$ cat src/rtl/assert_macros.svh
// ----------------------------------------------------------------------------
// assert_macros.svh
// Assertion macros used by the decoder top file. All checks are sampled on clk
// and are disabled while rst_n is low.
// ----------------------------------------------------------------------------
`ifndef ASSERT_MACROS_SVH
`define ASSERT_MACROS_SVH

// The expression holds at every clock edge.
`define ASSERT_ALWAYS(label, expr, msg) \
    label: assert property (@(posedge clk) disable iff (!rst_n) (expr)) \
        else $error(msg);

// When the antecedent holds, the consequent holds in the same cycle.
`define ASSERT_IMPLIES(label, ante, cons, msg) \
    label: assert property (@(posedge clk) disable iff (!rst_n) (ante) |-> (cons)) \
        else $error(msg);

// When the antecedent holds, the consequent holds in the next cycle.
`define ASSERT_NEXT(label, ante, cons, msg) \
    label: assert property (@(posedge clk) disable iff (!rst_n) (ante) |=> (cons)) \
        else $error(msg);

`endif

$ cat src/rtl/srfd_pkg.sv
// ----------------------------------------------------------------------------
// srfd_pkg
// Types and constants of the SLIP response frame decoder.
// ----------------------------------------------------------------------------
package srfd_pkg;

    localparam int BUFFER_BYTES = 64;

    localparam logic [7:0] MARK_END     = 8'hC0;
    localparam logic [7:0] MARK_ESC     = 8'hDB;
    localparam logic [7:0] MARK_ESC_END = 8'hDC;
    localparam logic [7:0] DIR_RESPONSE = 8'h01;
    localparam logic [7:0] STATUS_NONE  = 8'hFF;
    localparam logic [7:0] STATUS_OK    = 8'h00;

    // Frame byte positions that the verdict depends on.
    localparam logic [6:0] MIN_LENGTH   = 7'd8;
    localparam logic [6:0] STATUS_POS   = 7'd8;
    localparam logic [6:0] STATUS_NEED  = 7'd9;
    localparam logic [6:0] BUFFER_LIMIT = 7'(BUFFER_BYTES);

    typedef enum logic [1:0] {
        REQ_ARM    = 2'd0,
        REQ_BYTE   = 2'd1,
        REQ_TICK   = 2'd2,
        REQ_UNUSED = 2'd3
    } req_code_t;

    typedef enum logic [0:0] {
        KIND_DATA    = 1'b0,
        KIND_VERDICT = 1'b1
    } kind_t;

    typedef enum logic [2:0] {
        FAIL_NONE       = 3'd0,
        FAIL_NO_START   = 3'd1,
        FAIL_SHORT      = 3'd2,
        FAIL_DIRECTION  = 3'd3,
        FAIL_NO_STATUS  = 3'd4,
        FAIL_BAD_STATUS = 3'd5
    } fail_t;

    typedef enum logic [1:0] {
        PH_IDLE  = 2'd0,
        PH_HUNT  = 2'd1,
        PH_FRAME = 2'd2
    } phase_t;

    typedef struct packed {
        logic [1:0]  req_type;
        logic [7:0]  rx_byte;
        logic [15:0] timeout_ticks;
    } req_t;

    typedef struct packed {
        logic       result_kind;
        logic [7:0] data_byte;
        logic [5:0] byte_index;
        logic       frame_ok;
        logic [2:0] fail_reason;
        logic [6:0] frame_length;
        logic [7:0] status_value;
    } rsp_t;

endpackage

$ cat src/rtl/slip_response_frame_decoder_top.sv
// ----------------------------------------------------------------------------
// slip_response_frame_decoder_top
// Decodes one SLIP-framed response: hunts for the start marker, unescapes
// the frame bytes, reports each stored byte and a final verdict.
// ----------------------------------------------------------------------------
// The decoder takes one request word per clock while not stalled (arm,
// received byte or timer tick) and returns at most one result word for it.
// The request is held in an input register, then the decode step and the
// state update run combinationally and load the result register, which
// presents the result word. A full result register that is not being taken
// stalls the input register, and the request side keeps accepting as long
// as the input register is empty or moving on. There is no clearing pass
// after reset.
`default_nettype none

module slip_response_frame_decoder_top (
    input  wire logic            clk,
    input  wire logic            rst_n,
    input  wire logic            req_valid,
    output logic                 req_ready,
    input  wire srfd_pkg::req_t  req,
    output logic                 rsp_valid,
    input  wire logic            rsp_ready,
    output srfd_pkg::rsp_t       rsp
);
    import srfd_pkg::*;

    // Input register.
    logic   in_valid_reg;
    req_t   in_reg;

    // Decoder state.
    phase_t      phase_reg,     phase_next;
    logic        esc_reg,       esc_next;
    logic [6:0]  count_reg,     count_next;
    logic [7:0]  dir_reg,       dir_next;
    logic [7:0]  status_reg,    status_next;
    logic [15:0] ticks_reg,     ticks_next;

    // Result register.
    logic   out_valid_reg;
    rsp_t   out_reg;

    logic        step;
    logic        stage_ready;
    logic        has_result;
    rsp_t        result;
    logic [7:0]  byte_value;
    logic        store_room;
    logic [15:0] ticks_dec;
    logic [7:0]  verdict_status;
    fail_t       verdict_reason;

    assign stage_ready = !out_valid_reg || rsp_ready;
    assign step        = in_valid_reg && stage_ready;
    assign req_ready   = !in_valid_reg || stage_ready;
    assign rsp_valid   = out_valid_reg;
    assign rsp         = out_reg;

    // Unescaped value of the received byte; it differs from the byte only when an escape is pending.
    assign byte_value = esc_reg ? ((in_reg.rx_byte == MARK_ESC_END) ? MARK_END : MARK_ESC)
                                : in_reg.rx_byte;
    assign store_room = (count_reg < BUFFER_LIMIT);
    assign ticks_dec  = (ticks_reg != 16'd0) ? (ticks_reg - 16'd1) : 16'd0;

    always_comb
    begin
        verdict_status = (count_reg >= STATUS_NEED) ? status_reg : STATUS_NONE;
        if (count_reg < MIN_LENGTH)
            verdict_reason = FAIL_SHORT;
        else if (dir_reg != DIR_RESPONSE)
            verdict_reason = FAIL_DIRECTION;
        else if (count_reg < STATUS_NEED)
            verdict_reason = FAIL_NO_STATUS;
        else if (verdict_status != STATUS_OK)
            verdict_reason = FAIL_BAD_STATUS;
        else
            verdict_reason = FAIL_NONE;
    end

    // Next state of the decoder.
    always_comb
    begin
        phase_next  = phase_reg;
        esc_next    = esc_reg;
        count_next  = count_reg;
        dir_next    = dir_reg;
        status_next = status_reg;
        ticks_next  = ticks_reg;
        case (req_code_t'(in_reg.req_type))
            REQ_ARM:
            begin
                phase_next  = PH_HUNT;
                esc_next    = 1'b0;
                count_next  = 7'd0;
                dir_next    = 8'h00;
                status_next = STATUS_NONE;
                ticks_next  = in_reg.timeout_ticks;
            end
            REQ_TICK:
            begin
                if (phase_reg != PH_IDLE)
                begin
                    ticks_next = ticks_dec;
                    if (ticks_dec == 16'd0)
                    begin
                        phase_next = PH_IDLE;
                        esc_next   = 1'b0;
                    end
                end
            end
            REQ_BYTE:
            begin
                if (phase_reg == PH_HUNT)
                begin
                    if (in_reg.rx_byte == MARK_END)
                        phase_next = PH_FRAME;
                end
                else if (phase_reg == PH_FRAME)
                begin
                    if (in_reg.rx_byte == MARK_END)
                    begin
                        phase_next = PH_IDLE;
                        esc_next   = 1'b0;
                    end
                    else if (!esc_reg && in_reg.rx_byte == MARK_ESC)
                        esc_next = 1'b1;
                    else
                    begin
                        esc_next = 1'b0;
                        if (store_room)
                        begin
                            if (count_reg == 7'd0)
                                dir_next = byte_value;
                            if (count_reg == STATUS_POS)
                                status_next = byte_value;
                            count_next = count_reg + 7'd1;
                        end
                    end
                end
            end
            default:
            begin
            end
        endcase
    end

    // Result word of the decode step.
    always_comb
    begin
        has_result = 1'b0;
        result     = '0;
        case (req_code_t'(in_reg.req_type))
            REQ_TICK:
            begin
                if (phase_reg != PH_IDLE && ticks_dec == 16'd0)
                begin
                    has_result         = 1'b1;
                    result.result_kind = KIND_VERDICT;
                    if (phase_reg == PH_HUNT)
                    begin
                        result.fail_reason  = FAIL_NO_START;
                        result.status_value = STATUS_NONE;
                    end
                    else
                    begin
                        result.frame_ok     = (verdict_reason == FAIL_NONE);
                        result.fail_reason  = verdict_reason;
                        result.frame_length = count_reg;
                        result.status_value = verdict_status;
                    end
                end
            end
            REQ_BYTE:
            begin
                if (phase_reg == PH_FRAME)
                begin
                    if (in_reg.rx_byte == MARK_END)
                    begin
                        has_result          = 1'b1;
                        result.result_kind  = KIND_VERDICT;
                        result.frame_ok     = (verdict_reason == FAIL_NONE);
                        result.fail_reason  = verdict_reason;
                        result.frame_length = count_reg;
                        result.status_value = verdict_status;
                    end
                    else if ((esc_reg || in_reg.rx_byte != MARK_ESC) && store_room)
                    begin
                        has_result         = 1'b1;
                        result.result_kind = KIND_DATA;
                        result.data_byte   = byte_value;
                        result.byte_index  = count_reg[5:0];
                    end
                end
            end
            default:
            begin
            end
        endcase
    end

    always_ff @(posedge clk or negedge rst_n)
    begin
        if (!rst_n)
        begin
            in_valid_reg  <= 1'b0;
            out_valid_reg <= 1'b0;
            phase_reg     <= PH_IDLE;
            esc_reg       <= 1'b0;
            count_reg     <= 7'd0;
            dir_reg       <= 8'h00;
            status_reg    <= STATUS_NONE;
            ticks_reg     <= 16'd0;
        end
        else
        begin
            if (req_ready)
                in_valid_reg <= req_valid;
            if (stage_ready)
                out_valid_reg <= step && has_result;
            if (step)
            begin
                phase_reg  <= phase_next;
                esc_reg    <= esc_next;
                count_reg  <= count_next;
                dir_reg    <= dir_next;
                status_reg <= status_next;
                ticks_reg  <= ticks_next;
            end
        end
    end

    always_ff @(posedge clk)
    begin
        if (req_valid && req_ready)
            in_reg <= req;
        if (step && has_result)
            out_reg <= result;
    end

`include "assert_macros.svh"

    `ASSERT_ALWAYS(a_count_bound, count_reg <= BUFFER_LIMIT, "stored count past buffer size")
    `ASSERT_IMPLIES(a_esc_in_frame, esc_reg, phase_reg == PH_FRAME,
                    "escape pending outside a frame")
    `ASSERT_IMPLIES(a_verdict_ok, out_valid_reg && out_reg.result_kind == KIND_VERDICT,
                    out_reg.frame_ok == (out_reg.fail_reason == FAIL_NONE),
                    "verdict flag disagrees with reason")
    `ASSERT_NEXT(a_stall_holds_state, in_valid_reg && out_valid_reg && !rsp_ready,
                 $stable(count_reg) && $stable(phase_reg) && in_valid_reg,
                 "decoder advanced while result stalled")

endmodule

`default_nettype wire
$ cat config.mk
export PLATFORM = sky130hd
export DESIGN_NAME = slip_response_frame_decoder_top
export DESIGN_NICKNAME = d
export VERILOG_FILES = /design/src/rtl/srfd_pkg.sv /design/src/rtl/slip_response_frame_decoder_top.sv
export VERILOG_INCLUDE_DIRS = /design/src /design/src/rtl
export SDC_FILE = /design/constraint.sdc
export NUM_CORES = 1
export LEC_CHECK = 0
export BUFFER_PORTS_ARGS = -buffer_cell sky130_fd_sc_hd__buf_2
export CORE_AREA = 2 2 107 109
export DETAILED_ROUTE_END_ITERATION = 16
export DIE_AREA = 0 0 109 111
export PLACE_DENSITY = 0.64
export SYNTH_ARGS = -nofsm -noshare
export SYNTH_HDL_FRONTEND = slang
export SYNTH_SLANG_ARGS = --single-unit
$ cat constraint.sdc
create_clock -name clk -period 6.4 [get_ports clk]
set_input_delay 0.96 -clock clk [delete_from_list [all_inputs] [get_ports clk]]
set_output_delay 0.96 -clock clk [all_outputs]
set_load 0.02 [all_outputs]
==> flow_summary.json <==
{
  "drive_gt1_frac": 0.192,
  "via_per_inst": 5.78,
  "ios": 66,
  "finalHoldViolCount": 0,
  "clk_pin_slew_worst_paths_ns": 0.07,
  "ctsLongestPathBuffers": 2,
  "async_flop_share": 0.423,
  "min_path_cells": 2,
  "coreArea_um2": 11100,
  "grt_pass1_wl_mm": 19.0,
  "grt_pass1_vias": 3785,
  "grt-ovfl-total": 0,
  "cts_buffers": 9,
  "area_delta_synth_final_pct": 15.0,
  "skew_ns": 0.00858,
  "power.switching_uw": 516,
  "row_count": 39,
  "fin_nets": 563,
  "syn_area_um2": 5030,
  "grtUsageTotal": 0.202,
  "synth_cells": 461,
  "grt_setup_unrepaired": "false",
  "power_leakage_nw": 2.17,
  "setup_viol": 0,
  "ctsResizeCount": 0,
  "synthXorXnorAreaFrac": 0.00522,
  "max_freq_ghz": 0.273,
  "synthFlopType": "edfxtp_1",
  "synth_mux_area_frac": 0.00199,
  "start_kind": "flip-flop",
  "die-area_um2": 12100,
  "synth_simple_gate_area_share": 0.184,
  "portBuffers": 65,
  "gp_congestion": 0.891,
  "relSlewSlack": 0.218,
  "drt-total-wl_mm": 11.5,
  "hold_buffers": 0,
  "drt_iter0_drc": 227,
  "num_vias": 3875,
  "die_width_um": 109,
  "placed_area_um2": 5480,
  "clk_latency_ns": 0.35,
  "drt-pass1-iter-count": 4,
  "fillers": 985,
  "synth-compound-area-share": 0.177,
  "synth_edf_count": 60,
  "synth_fa_ha_area_frac": 0.0273,
  "intPower_mw": 1.21,
  "synth-seq-area-share": 0.579,
  "antennaDiodeCount": 0,
  "multiInputGateArea_um2": 2000,
  "powerDensity_nw_per_um2": 297,
  "status": "completed",
  "final_cell_area_um2": 5790,
  "combPwrFrac": 0.164,
  "grt_max_degree": 45,
  "die_y_um": 111,
  "wl_per_cell_um": 17.2,
  "cp.required_ns": 6.62,
  "cts_root_buf": "clkbuf_16",
  "cp-end-kind": "flip-flop",
  "path_class": "flip-flop to flip-flop",
  "path_max_fanout": 29,
  "p_seq_frac": 0.508,
  "initial_utilization": 0.454,
  "numClockSinks": 104,
  "post_cts_buffers": 0,
  "antenna_found_initial": 0,
  "power.share.clock": 0.327,
  "fin_tns_setup_ns": 0,
  "seq_area_um2": 2910,
  "cap_violations": 0,
  "period_share": 0.573,
  "synth_top_family_by_area": "simple AND/OR/NAND/NOR gates",
  "drc_errors": 0,
  "synth-seq-cells": 104,
  "synth_cell_types": 57,
  "swShare": 0.300,
  "finalMaxSlewViolations": 0,
  "largest_reg_flops": 34,
  "peakVddDrop_v": 0.000123,
  "cts_tree": "yes",
  "rrSetupSlack_ns": 2.73,
  "htreeDepth": 3,
  "period_minus_slack_ns": 3.67,
  "avgSynthCellArea_um2": 10.9,
  "ys_warn_count": 0,
  "dpl.hpwl_mm": 8.04,
  "ant_nets": 0,
  "hold_class": "flip-flop to flip-flop",
  "tightest_slew_ns": 1.17,
  "r2r_cells": 8,
  "arrival_ns": 3.89,
  "syn-num-nets": 502
}
-- worst max-delay path: stages, from the launching register on --
cell and delay [ns]:
edfxtp_1 0.42, inv_1 0.10, ha_1 0.78, nand2_1 0.20, nor3_1 0.30, a21oi_1 0.14
nor2_1 0.71, nand3_1 0.42, o311ai_0 0.47
-- power by group through the flow --
stage          clock network (mW)  logic (mW)  registers (mW)
2_1_floorplan                   0       0.226           0.852
5_1_grt                     0.597       0.321           0.889
4_1_cts                     0.578       0.282           0.873
3_3_place_gp                    0       0.273           0.881
3_5_place_dp                    0       0.280           0.885
6_report                    0.563       0.283           0.875
-- cells in the final DEF, fill, tap and decap left out, types with 5 or more instances in the layout --
master,count
a21oi_1,29
a32oi_1,6
and2_1,13
and3_1,5
buf_2,65
clkbuf_16,9
dfrtp_1,36
dfstp_2,8
edfxtp_1,60
ha_1,11
inv_1,14
nand2_1,41
nand2b_1,6
nand3_1,16
nor2_1,42
nor3_1,15
nor4_1,9
o21a_1,12
o21ai_0,44
o2bb2ai_1,7
o311ai_0,8
o31ai_1,5
-- path summary, 6_finish.rpt --
| kind | start | to |
|---|---|---|
| min reg2reg | status_reg[3] | status_reg[3] |
| min in group asynchronous | rst_n | ticks_reg[4] |
| max reg2reg | in_reg[25] | dir_reg[2] |
| min | status_reg[3] | status_reg[3] |
| max | in_reg[25] | dir_reg[2] |
| max in group asynchronous | rst_n | phase_reg[0] |
-- metrics by stage --
step | instances | hold WS, ns | util | total power [mW] | setup WS [ns]
finish | 670 | 0.529 | 0.522 | 1.72 | 2.73
global route | 670 | 0.569 | 0.522 | 1.81 | 2.31
CTS | 670 | 0.529 | 0.522 | 1.73 | 2.77
detailed placement | 654 | 0.517 | 0.495 | 1.17 | 2.75
global placement | 654 | 0.509 | 0.495 | 1.15 | 3.02
floorplan | 461 | 0.485 | - | 1.08 | 2.26
-- cells in the mapped netlist, drive strengths merged (4+ instances only) --
library cell	n	area (um2)
dfrtp	36	901
and2	14	87.6
o21ai	45	225
o21a	12	90.1
a31oi	4	25.0
nand3	16	80.1
o311ai	8	70.1
nor3	15	75.1
nand2	42	160
nor4b	5	73.8
nand2b	6	37.5
o31ai	6	58.8
dfstp	8	210
nor4	9	56.3
or4	4	30.0
edfxtp	60	1800
clkbuf	13	48.8
buf	4	25.0
a21oi	29	145
a32oi	6	52.6
ha	11	138
inv	14	52.6
and3	5	31.3
nor2	44	168
o2bb2ai	7	61.3
-- metal layers --
layer,GRT usage,vias to the layer above,part of all wire
met5,0,-,0
met4,0.0863,0,0.024
met3,0.0253,21,0.043
met2,0.318,124,0.49
met1,0.279,1870,0.44
li1,-,1860,-
-- cell families after synthesis --
logic type,Yosys count
buf+inv,31
flops,104
mux,1
fa+ha+maj,11
simple gates,177
xor+xnor,3
compound gates,134
-- cell type report --
type	count	area share
sequential	104	0.503
multi-input combinational	326	0.345
timing repair buffer	67	0.0588
clock buffer	10	0.0396
tap	143	0.0309
clock inverter	6	0.0132
inverter	14	0.00908
(Power assumes the default switching activity.)
